--- config.mk ---
export PLATFORM = sky130hd
export DESIGN_NAME = dds_tuning_word_serial_loader
export DESIGN_NICKNAME = d
export VERILOG_FILES = /design/src/rtl/dtw_pkg.sv /design/src/rtl/dds_tuning_word_serial_loader.sv /design/src/rtl/dtw_div.sv /design/src/rtl/dtw_fifo.sv /design/src/rtl/dtw_ser.sv
export VERILOG_INCLUDE_DIRS = /design/src /design/src/rtl
export SDC_FILE = /design/constraint.sdc
export NUM_CORES = 1
export LEC_CHECK = 0
export BUFFER_PORTS_ARGS = -buffer_cell sky130_fd_sc_hd__buf_2
export CORE_MARGIN = 8
export CORE_UTILIZATION = 30
export CTS_BUF_LIST = sky130_fd_sc_hd__clkbuf_16
export DETAILED_ROUTE_END_ITERATION = 10
export HOLD_SLACK_MARGIN = 0.03
export SKIP_CTS_REPAIR_TIMING = 1
export SYNTH_ARGS = -nofsm -noshare
export SYNTH_HDL_FRONTEND = slang
export SYNTH_SLANG_ARGS = --single-unit
--- constraint.sdc ---
create_clock -name clk -period 8.3 [get_ports clk]
set_input_delay 1.66 -clock clk [delete_from_list [all_inputs] [get_ports clk]]
set_output_delay 1.66 -clock clk [all_outputs]
set_load 0.05 [all_outputs]
--- src/rtl/dds_tuning_word_serial_loader_assert.svh ---
// Assertion helpers for the tuning word loader.
`ifndef DDS_TUNING_WORD_SERIAL_LOADER_ASSERT_SVH
`define DDS_TUNING_WORD_SERIAL_LOADER_ASSERT_SVH

// same-cycle implication
`define DTW_ASSERT_NOW(label, clk, rst, ante, cons, msg) \
  label: assert property (@(posedge clk) disable iff (rst) (ante) |-> (cons)) else $error(msg);

// next-cycle implication
`define DTW_ASSERT_NEXT(label, clk, rst, ante, cons, msg) \
  label: assert property (@(posedge clk) disable iff (rst) (ante) |=> (cons)) else $error(msg);

`endif

--- src/rtl/dtw_pkg.sv ---
package dtw_pkg;

  localparam int XTAL_W      = 31;
  localparam int CTRL_W      = 8;
  localparam int FREQ_W      = 32;
  localparam int WORD_W      = 32;
  localparam int QUOT_BITS   = 33;  // quotient bits below the overflow limit
  localparam int CNT_W       = 6;
  localparam int SERIAL_BITS = WORD_W + CTRL_W;
  localparam int IDX_W       = 6;
  localparam int CFG_IDX_W   = 8;
  localparam int CFG_DATA_W  = 32;

  localparam logic [XTAL_W-1:0] XTAL_RESET = 31'h1900_0000;
  localparam logic [CTRL_W-1:0] CTRL_RESET = 8'h55;

  localparam logic [IDX_W-1:0] LAST_INDEX = 6'd39;

  localparam logic [CFG_IDX_W-1:0] REG_XTAL = 8'd0;
  localparam logic [CFG_IDX_W-1:0] REG_CTRL = 8'd1;

  localparam logic [1:0] STAT_OK   = 2'd0;
  localparam logic [1:0] STAT_OVF  = 2'd1;
  localparam logic [1:0] STAT_ZERO = 2'd2;

  typedef struct packed {
    logic [WORD_W-1:0] word;
    logic [1:0]        status;
  } entry_t;

endpackage

--- src/rtl/dds_tuning_word_serial_loader.sv ---
// Tuning word computer and 40-bit serial loader.
// An accepted item takes 33 restoring divide steps, is written to the queue and
// is then loaded into the shifter; it skips the divide steps when it saturates early.
// The shifter sends one bit per pop; the divider takes a new item only when idle
// and runs ahead of the shifter through a 2-entry queue.
// Reset clears the queue and output, crystal 0x1900_0000 (25 * 2^24), control byte 0x55.
`include "dds_tuning_word_serial_loader_assert.svh"

module dds_tuning_word_serial_loader (
  input  logic                           clk,
  input  logic                           rst,
  input  logic                           push,
  output logic                           full,
  input  logic [dtw_pkg::FREQ_W-1:0]     frequency,
  output logic                           empty,
  input  logic                           pop,
  output logic                           serial_bit,
  output logic [dtw_pkg::IDX_W-1:0]      bit_index,
  output logic                           last,
  output logic [dtw_pkg::WORD_W-1:0]     tuning_word,
  output logic [1:0]                     status,
  input  logic                           cfg_valid,
  output logic                           cfg_ready,
  input  logic [dtw_pkg::CFG_IDX_W-1:0]  cfg_index,
  input  logic [dtw_pkg::CFG_DATA_W-1:0] cfg_data
);

  logic [dtw_pkg::XTAL_W-1:0] crystal_frequency;
  logic [dtw_pkg::CTRL_W-1:0] control_byte;

  logic            q_wr;
  logic            q_full;
  logic            q_rd;
  logic            q_empty;
  dtw_pkg::entry_t q_wr_data;
  dtw_pkg::entry_t q_head;

  assign cfg_ready = 1'b1;

  always_ff @(posedge clk) begin
    if (rst) begin
      crystal_frequency <= dtw_pkg::XTAL_RESET;
      control_byte      <= dtw_pkg::CTRL_RESET;
    end else if (cfg_valid && cfg_ready) begin
      if (cfg_index == dtw_pkg::REG_XTAL) begin
        crystal_frequency <= cfg_data[dtw_pkg::XTAL_W-1:0];
      end
      if (cfg_index == dtw_pkg::REG_CTRL) begin
        control_byte <= cfg_data[dtw_pkg::CTRL_W-1:0];
      end
    end
  end

  dtw_div u_div (
    .clk               (clk),
    .rst               (rst),
    .push              (push),
    .full              (full),
    .frequency         (frequency),
    .crystal_frequency (crystal_frequency),
    .q_full            (q_full),
    .q_wr              (q_wr),
    .q_data            (q_wr_data)
  );

  dtw_fifo u_fifo (
    .clk     (clk),
    .rst     (rst),
    .wr      (q_wr),
    .wr_data (q_wr_data),
    .full    (q_full),
    .rd      (q_rd),
    .rd_data (q_head),
    .empty   (q_empty)
  );

  dtw_ser u_ser (
    .clk          (clk),
    .rst          (rst),
    .q_empty      (q_empty),
    .q_head       (q_head),
    .q_rd         (q_rd),
    .control_byte (control_byte),
    .pop          (pop),
    .empty        (empty),
    .serial_bit   (serial_bit),
    .bit_index    (bit_index),
    .last         (last),
    .tuning_word  (tuning_word),
    .status       (status)
  );

  `DTW_ASSERT_NOW(a_sat_word, clk, rst, !empty && status != dtw_pkg::STAT_OK,
                  tuning_word == '1, "saturated status without all-ones word")
  `DTW_ASSERT_NEXT(a_idx_step, clk, rst, pop && !empty && !last,
                   !empty && bit_index == $past(bit_index) + 6'd1,
                   "bit index did not advance by one")
  `DTW_ASSERT_NOW(a_status_code, clk, rst, !empty,
                  status == dtw_pkg::STAT_OK || status == dtw_pkg::STAT_OVF ||
                  status == dtw_pkg::STAT_ZERO, "undefined status code")

endmodule

--- src/rtl/dtw_div.sv ---
module dtw_div (
  input  logic                       clk,
  input  logic                       rst,
  input  logic                       push,
  output logic                       full,
  input  logic [dtw_pkg::FREQ_W-1:0] frequency,
  input  logic [dtw_pkg::XTAL_W-1:0] crystal_frequency,
  input  logic                       q_full,
  output logic                       q_wr,
  output dtw_pkg::entry_t            q_data
);

  typedef enum logic [2:0] {
    S_IDLE = 3'b001,
    S_RUN  = 3'b010,
    S_DONE = 3'b100
  } state_t;

  state_t                          state;
  logic [dtw_pkg::CNT_W-1:0]       cnt;
  logic [dtw_pkg::XTAL_W-1:0]      rem;
  logic [dtw_pkg::QUOT_BITS-1:0]   quot;
  logic [1:0]                      stat;

  logic                            accept;
  logic                            xtal_zero;
  logic                            too_big;
  logic [dtw_pkg::FREQ_W+2:0]      freq_x8;
  logic [dtw_pkg::XTAL_W:0]        rem_shift;
  logic [dtw_pkg::XTAL_W+1:0]      diff;
  logic                            ge;
  logic [dtw_pkg::WORD_W:0]        rounded;
  logic                            sat;

  assign full   = (state != S_IDLE);
  assign accept = push && (state == S_IDLE);

  // quotient would reach 2^33 when freq*8 >= crystal: saturate right away,
  // otherwise freq*8 is the remainder after all high quotient bits
  assign freq_x8   = {frequency, 3'b000};
  assign xtal_zero = (crystal_frequency == '0);
  assign too_big   = (freq_x8 >= {4'b0000, crystal_frequency});

  assign rem_shift = {rem, 1'b0};
  assign diff      = {1'b0, rem_shift} - {2'b00, crystal_frequency};
  assign ge        = !diff[dtw_pkg::XTAL_W+1];

  assign rounded = {1'b0, quot[dtw_pkg::QUOT_BITS-1:1]}
                 + {{dtw_pkg::WORD_W{1'b0}}, quot[0]};
  assign sat     = (stat != dtw_pkg::STAT_OK) || (&quot);

  assign q_wr        = (state == S_DONE) && !q_full;
  assign q_data.word = sat ? '1 : rounded[dtw_pkg::WORD_W-1:0];
  assign q_data.status = (stat == dtw_pkg::STAT_OK && (&quot)) ? dtw_pkg::STAT_OVF : stat;

  always_ff @(posedge clk) begin
    if (rst) begin
      state <= S_IDLE;
      cnt   <= '0;
    end else begin
      unique case (state)
        S_IDLE: begin
          if (accept) begin
            state <= (xtal_zero || too_big) ? S_DONE : S_RUN;
            cnt   <= dtw_pkg::CNT_W'(dtw_pkg::QUOT_BITS);
          end
        end
        S_RUN: begin
          cnt <= cnt - 1'b1;
          if (cnt == dtw_pkg::CNT_W'(1)) begin
            state <= S_DONE;
          end
        end
        S_DONE: begin
          if (!q_full) begin
            state <= S_IDLE;
          end
        end
        default: begin
          state <= S_IDLE;
        end
      endcase
    end
  end

  always_ff @(posedge clk) begin
    if (accept) begin
      rem <= freq_x8[dtw_pkg::XTAL_W-1:0];
      priority if (xtal_zero) begin
        stat <= dtw_pkg::STAT_ZERO;
        quot <= '1;
      end else if (too_big) begin
        stat <= dtw_pkg::STAT_OVF;
        quot <= '1;
      end else begin
        stat <= dtw_pkg::STAT_OK;
        quot <= '0;
      end
    end else if (state == S_RUN) begin
      rem  <= ge ? diff[dtw_pkg::XTAL_W-1:0] : rem_shift[dtw_pkg::XTAL_W-1:0];
      quot <= {quot[dtw_pkg::QUOT_BITS-2:0], ge};
    end
  end

endmodule

--- src/rtl/dtw_fifo.sv ---
module dtw_fifo (
  input  logic            clk,
  input  logic            rst,
  input  logic            wr,
  input  dtw_pkg::entry_t wr_data,
  output logic            full,
  input  logic            rd,
  output dtw_pkg::entry_t rd_data,
  output logic            empty
);

  dtw_pkg::entry_t mem [2];
  logic            wptr;
  logic            rptr;
  logic [1:0]      count;
  logic            do_wr;
  logic            do_rd;

  assign full    = (count == 2'd2);
  assign empty   = (count == 2'd0);
  assign do_wr   = wr && !full;
  assign do_rd   = rd && !empty;
  assign rd_data = mem[rptr];

  always_ff @(posedge clk) begin
    if (rst) begin
      wptr  <= 1'b0;
      rptr  <= 1'b0;
      count <= 2'd0;
    end else begin
      if (do_wr) begin
        wptr <= !wptr;
      end
      if (do_rd) begin
        rptr <= !rptr;
      end
      unique case ({do_wr, do_rd})
        2'b10:   count <= count + 2'd1;
        2'b01:   count <= count - 2'd1;
        default: count <= count;
      endcase
    end
  end

  always_ff @(posedge clk) begin
    if (do_wr) begin
      mem[wptr] <= wr_data;
    end
  end

endmodule

--- src/rtl/dtw_ser.sv ---
module dtw_ser (
  input  logic                       clk,
  input  logic                       rst,
  input  logic                       q_empty,
  input  dtw_pkg::entry_t            q_head,
  output logic                       q_rd,
  input  logic [dtw_pkg::CTRL_W-1:0] control_byte,
  input  logic                       pop,
  output logic                       empty,
  output logic                       serial_bit,
  output logic [dtw_pkg::IDX_W-1:0]  bit_index,
  output logic                       last,
  output logic [dtw_pkg::WORD_W-1:0] tuning_word,
  output logic [1:0]                 status
);

  logic                              valid;
  logic [dtw_pkg::SERIAL_BITS-1:0]   shreg;
  logic                              take;
  logic                              load;

  assign take  = pop && valid;
  // next word loads as soon as the final bit of the current one goes out
  assign load  = !q_empty && (!valid || (take && last));
  assign q_rd  = load;

  assign empty      = !valid;
  assign serial_bit = shreg[0];
  assign last       = (bit_index == dtw_pkg::LAST_INDEX);

  always_ff @(posedge clk) begin
    if (rst) begin
      valid <= 1'b0;
    end else begin
      priority if (load) begin
        valid <= 1'b1;
      end else if (take && last) begin
        valid <= 1'b0;
      end else begin
        valid <= valid;
      end
    end
  end

  always_ff @(posedge clk) begin
    if (load) begin
      shreg       <= {control_byte, q_head.word};
      bit_index   <= '0;
      tuning_word <= q_head.word;
      status      <= q_head.status;
    end else if (take) begin
      shreg     <= {1'b0, shreg[dtw_pkg::SERIAL_BITS-1:1]};
      bit_index <= bit_index + 1'b1;
    end
  end

endmodule
Word level (Yosys, flattened, before mapping)
Memories as Yosys holds them, arrays and structs flattened. A register that Yosys moved wholly into a read port is not among the register bits.
Cells that the tools add are included.
{"block": "word_totals", "in_bits": 77, "memories": 1, "elab_cells": 95, "mem_bits_rw": 68, "out_inout_bits": 45, "regBits": 199}
{"block": "classes", "n_lt_le_gt_ge": 1, "n_eq_ne": 13, "n_reduce_logical": 32, "addsub": 6, "n_mux": 26}
{"memory": "u_fifo.mem", "words": 2, "word_bits": 34, "read_ports": 1, "rd_ports_with_merged_regs": 1, "wr": 1, "line": "dtw_fifo.sv:12", "rtl": "dtw_pkg::entry_t mem [2];"}
{"op": "$mux 33", "count": 4}
{"op": "$mux 31", "count": 3}
{"op": "$mux 40", "count": 2}
{"op": "$ge 35x31->1", "count": 1}
{"op": "$reduce_and 33->1", "count": 1}
{"op": "$sub 32x31->33", "count": 1}
{"op": "$add 32x1->32", "count": 1}
{"op": "$mux 32", "count": 1}
{"op": "$logic_not 31->1", "count": 1}
{"op": "$mux 3", "count": 4}
{"op": "$pmux 6 s2", "count": 1}
{"op": "$reduce_bool 2->1", "count": 6}
{"op": "$pmux 3 s3", "count": 1}
{"op": "$eq 8x1->1 const B", "count": 1}
{"op": "$logic_and 1x1->1", "count": 8}
{"op": "$logic_not 8->1", "count": 1}
{"op": "$mux 1", "count": 7}
{"op": "$add 6x1->6 const B", "count": 1}
{"op": "$eq 6x1->1 const B", "count": 1}
{"op": "$eq 6x6->1 const B", "count": 1}
{"op": "$logic_not 1->1", "count": 6}
{"op": "$mux 6", "count": 1}
{"op": "$reduce_and 2->1", "count": 3}
{"op": "$sub 6x1->6 const B", "count": 1}
{"op": "15 further kinds", "count": 20}

Longest topological paths before layout
{"block": "depth", "word_depth": 7, "ltp_mapped": 14, "mapped_depth_nobuf": 11}

Cells and area by module
From an unflattened synthesis, not the netlist that was laid out.
{"block": "unflattened", "hier_cells": 1307, "hier_area_um2": 14402.6}
{"mod": "dtw_div", "cells_each": 742, "n_inst": 1, "area_each_um2": 6322.3}
{"mod": "dtw_ser", "cells_each": 253, "n_inst": 1, "area_each_um2": 3681.0}
{"mod": "dtw_fifo", "cells_each": 132, "n_inst": 1, "area_each_um2": 2668.8}
{"mod": "dds_tuning_word_serial_loader", "cells_each": 180, "n_inst": 1, "area_each_um2": 1730.4}

Worst setup path before layout
Ideal clock, no wire load.
{"block": "synth_path", "path_kind": "input to register", "from": "input pop", "to": "register u_fifo.count[1]", "setup_ns": 0.070, "cell_stages": 7, "arrival_ns": 4.395, "slack_ns": 3.834, "path_cell_list": "nand2_1 > a21oi_1 > clkbuf_1 > buf_1 > ha_1 > or3_1 > a21oi_1"}
{"block": "synth_via", "elab_chain_len": 7, "elab_cells_between_ends": 9}
{"item": "from (decl)", "line": "dds_tuning_word_serial_loader.sv:16", "rtl": "input logic pop,"}
{"item": "$logic_and 1x1->1 (*)", "line": "dtw_ser.sv:22", "rtl": "assign take = pop && valid;"}
{"item": "$logic_and 1x1->1 (*)", "line": "dtw_ser.sv:24", "rtl": "assign load = !q_empty && (!valid || (take && last));"}
{"item": "$logic_or 1x1->1 (*)", "line": "dtw_ser.sv:24"}
{"item": "$logic_and 1x1->1 (*)", "line": "dtw_ser.sv:24"}
{"item": "via q_rd", "line": "dds_tuning_word_serial_loader.sv:33", "rtl": "logic q_rd;"}
{"item": "$logic_and 1x1->1 (*)", "line": "dtw_fifo.sv:22", "rtl": "assign do_rd = rd && !empty;"}
{"item": "$eq 2x1->1 or $eq 2x2->1 (tied branches)", "line": "dtw_fifo.sv:37", "rtl": "unique case ({do_wr, do_rd})"}
{"item": "$pmux 2 s2 or $reduce_bool 2->1 (tied branches)"}
{"item": "to (signal assigned)", "line": "dtw_fifo.sv:38", "rtl": "2'b10: count <= count + 2'd1;"}
{"item": "to (signal assigned)", "line": "dtw_fifo.sv:39", "rtl": "2'b01: count <= count - 2'd1;"}
{"item": "to (signal assigned)", "line": "dtw_fifo.sv:40", "rtl": "default: count <= count;"}
{"item": "to (decl)", "line": "dtw_fifo.sv:15", "rtl": "logic [1:0] count;"}
The timed path passes the listed nets; every way through them passes the cells marked *.
A chain may end at the register's enable or synchronous reset.

Worst setup path in the final report
{"block": "layout_path", "from": "input frequency[1] in the netlist's numbering", "to": "register u_div.quot[4] in the netlist's numbering, data pin"}
{"block": "layout_via", "elab_chain_len": 4}
{"item": "from (decl)", "line": "dds_tuning_word_serial_loader.sv:14", "rtl": "input logic [dtw_pkg::FREQ_W-1:0] frequency,"}
{"item": "$ge 35x31->1", "line": "dtw_div.sv:42", "rtl": "assign too_big = (freq_x8 >= {4'b0000, crystal_frequency});"}
{"item": "$mux 33", "line": "dtw_div.sv:92", "rtl": "end else if (too_big) begin"}
{"item": "$mux 33", "line": "dtw_div.sv:89", "rtl": "priority if (xtal_zero) begin"}
{"item": "$mux 33", "line": "dtw_div.sv:87", "rtl": "if (accept) begin"}
{"item": "to (signal assigned)", "line": "dtw_div.sv:101", "rtl": "quot <= {quot[dtw_pkg::QUOT_BITS-2:0], ge};"}
{"item": "to (decl)", "line": "dtw_div.sv:22", "rtl": "logic [dtw_pkg::QUOT_BITS-1:0] quot;"}
Every way passes these cells.

==> summary.md <==
| Metric | Value |
|---|---|
| Run status | finished clean |
| Clock Pin Slew Worst Setup and Hold Paths | about 50 ps |
| GPL Wtd Cong | ~0.87 |
| Setup Skew | 18.4 ps |
| I/O pin cnt | 122 |
| Global-route wire length before repair | around 50,000 um |
| Post-synth top cells | edfxtp_1 (205), nor2_1 (141), nand2_1 (131) |
| Main flop type after synthesis | edfxtp_1 |
| HP Class | flop to flop |
| Vias in the first global route | about 9,500 |
| Leakage power | 5.64 nW |
| Gr ovfl total | 0 |
| Async SR Flop Fraction | 0% |
| Layout cells sized above 1 | between 15 and 20% |
| Total of max-cap violations | 0 |
| Worst rel slew slack | around 34% |
| Met2 WL | ~14,000 um |
| Port Buffer Count | around 120 |
| DRT Pass-1 Iters | 7 |
| Seq/Total Area, Yosys | 55.0% |
| Syn Nets | between 1,000 and 1,500 |
| Crit Path Category | primary input to flop |
| Later-pin clock latency in the skew report | roughly 580 ps |
| CTS Buffer Depth | 3 |
| Synth Instances | between 1,000 and 1,500 |
| # setup viols final | 0 |
| Placement Setup Slack | 3410 ps |
| Final net count | ~1,500 |
| PD cells | between 200 and 300 mW/mm^2 |
| CP Launch Type | primary input |
| Worst path arrival time | 4620 ps |
| Die H | ~230 um |
| Synthesized area | ~0.013 sq mm |
| Compound-Gate Fraction of Synth Area | a little under an eighth |
| Antenna violations before repair | 1 |
| Total GRT Usage | between 10% and 20% |
| Drc violations | 0 |
| Synthesized-area fraction occupied by adder cells | around 6.2% |
| CTS tree | yes |
| Worst Slack Setup Final | ~4000 ps |
| Top sig layer | met4 |
| Largest family of logic cells by synthesized area | simple AND/OR/NAND/NOR gates |
| CTS HTree Levels | 1 |
| Post-DP HPWL | 22,000 um |
| Sink Count | approximately 270 |
| Critical-path maximum fanout | 34 |
| Max Slew Vio Count | 0 |
| Minimum clock period after layout | between 4000 and 5000 ps |
| Avg Synthesized Cell Area | roughly 11 sq um |
| Core area | approximately 0.044 sq mm |
| Row count | 77 |
| Yosys top cell by area | edfxtp_1 |
| RSZ-0062 raised after global routing | false |
| Number of synthesized flops with an enable pin | 205 |
| Count leader, synth | edfxtp_1 |
| Mux cell area share after synthesis | 6.99% |
| Initial Util | a little under a third |
| Die Wd | between 200 and 250 um |
| Average wire per standard cell | between 15 and 20 um |
| Root Buffer | clkbuf_16 |
| Post-synth top area share | ~46% |
| Initial DRC Count | between 500 and 600 |
| Final hold violation count | 0 |
| Wl on met1 | around 14,000 um |
| Die area | around 0.052 sq mm |
| Synth warn | 0 |
| Peak supply drop | 0.182 mV |
| Antenna Cells | 0 |
| Crit share post-route | between 50 and 60% |
| Highest clock rate | about 0.23 GHz |
| Vias | ~9,400 |
| Flops & latches, synth | 268 |
| Area Overhead vs Synth | 16.0% |
| Antenna Nets Post-Route | 0 |
| Met3 routed WL | between 1500 and 2000 um |
| Sum Neg Setup Slack | 0 ps |
| Largest net degree at the start of global routing | 66 |
| CTS Buf Count | 31 |
| Crit. End Element | flop |
| Required time at the endpoint of the critical path | roughly 8600 ps |
| Slew at the pin with the worst max-slew slack | about 960 ps |
| XOR/XNOR Fraction of Synth Area | about 3.2% |
| Synth cell types | 73 |
| Synth Area in Simple Gates | 13.5% |
| Main area contributors after synthesis | edfxtp_1 (46%), dfxtp_1 (9.3%), mux2_2 (6.2%), ha_1 (6.0%), nor2_1 (3.9%) |
| Post-DR vias/cell | approximately 4.8 |
| DRT Wirelength | 31,000 um |
==> cell usage in the layout, fill, tap and decap left out, types with 8 or more instances in the layout <==
master	instances
nor2_1	138
and3_1	16
xor2_1	26
nand3_1	23
ha_1	65
nand2b_1	10
buf_2	119
inv_1	67
nand4_1	16
xnor2_1	23
buf_4	14
mux2i_1	11
a21o_1	21
nor2b_1	8
nor4_1	10
a211o_1	8
mux2_2	74
nand2_1	130
dfxtp_1	63
or3_1	9
edfxtp_1	205
o21ai_0	24
nor3_1	13
a21oi_1	92
clkbuf_16	31
o21ai_1	31
==> metal layers <==
layer  GRT usage, %  vias to the layer above
li1               -                     4707
met1           15.2                     4437
met2           19.0                      224
met3           2.57                       57
met4           3.03                        0
met5              0                        -
==> state kept, by name, indices dropped and copies added, names as in the netlist, named ones only <==
signal / flops
u_div.quot: 33
u_fifo.count: 2
crystal_frequency: 31
u_div.cnt: 6
u_div.stat: 2
u_fifo.rptr: 1
u_ser.status: 2
u_ser.bit_index: 6
u_fifo.mem: 68
u_div.state: 3
u_ser.shreg: 40
u_ser.tuning_word: 32
u_div.rem: 31
u_ser.valid: 1
u_fifo.wptr: 1
control_byte: 8
==> critical path: stages <==
cell,delay [ps]
buf_2,110
ha_1,290
a21o_1,160
a221o_1,330
a21oi_1,160
o21ai_1,120
a21oi_1,230
nor2_1,80
o31ai_1,730
and4_1,310
buf_4,340
nor2_1,100
==> final timing paths <==
path,from,end,slack [ps],cells past startpoint
setup / recovery,frequency[1],u_div.quot[4],3990,12
hold / removal,control_byte[2],control_byte[2],460,1
setup reg to reg,crystal_frequency[0],u_div.rem[19],4410,11
hold reg to reg,control_byte[2],control_byte[2],460,1
==> report_power, final <==
group / internal (mW) / switching [mW] / total, mW
clock: 0.732 / 0.532 / 1.26
sequential: 1.79 / 0.0888 / 1.88
combinational: 0.393 / 0.750 / 1.14
==> metrics by stage <==
step	power [mW]	hold slack, ps	cells	util, %	area, sq um
floorplan	2.79	430	1235	-	13500
global placement	3.04	443	1903	33.2	14700
detailed placement	3.07	449	1903	33.2	14700
CTS	4.35	463	1956	35.3	15700
global route	4.52	487	1956	35.3	15700
finish	4.29	462	1956	35.3	15700
==> final cells by class <==
type	instances	area, sq um
multi-input cells	851	5640
fillers	4459	28700
well taps	592	741
clock inverters	22	156
repair buffers	133	701
clock buffers	31	776
flip-flops and latches	268	7420
inverters	59	221
==> kinds of logic after synthesis <==
group	count (synthesis)
AND/OR/NAND/NOR	402
flip-flops	268
AO/OA/AOI/OAI	248
buffers and inverters	116
multiplexers	85
adder cells (fa/ha/maj)	66
XOR/XNOR	49
other	1
No activity file was read; power rests on OpenSTA's default activity.
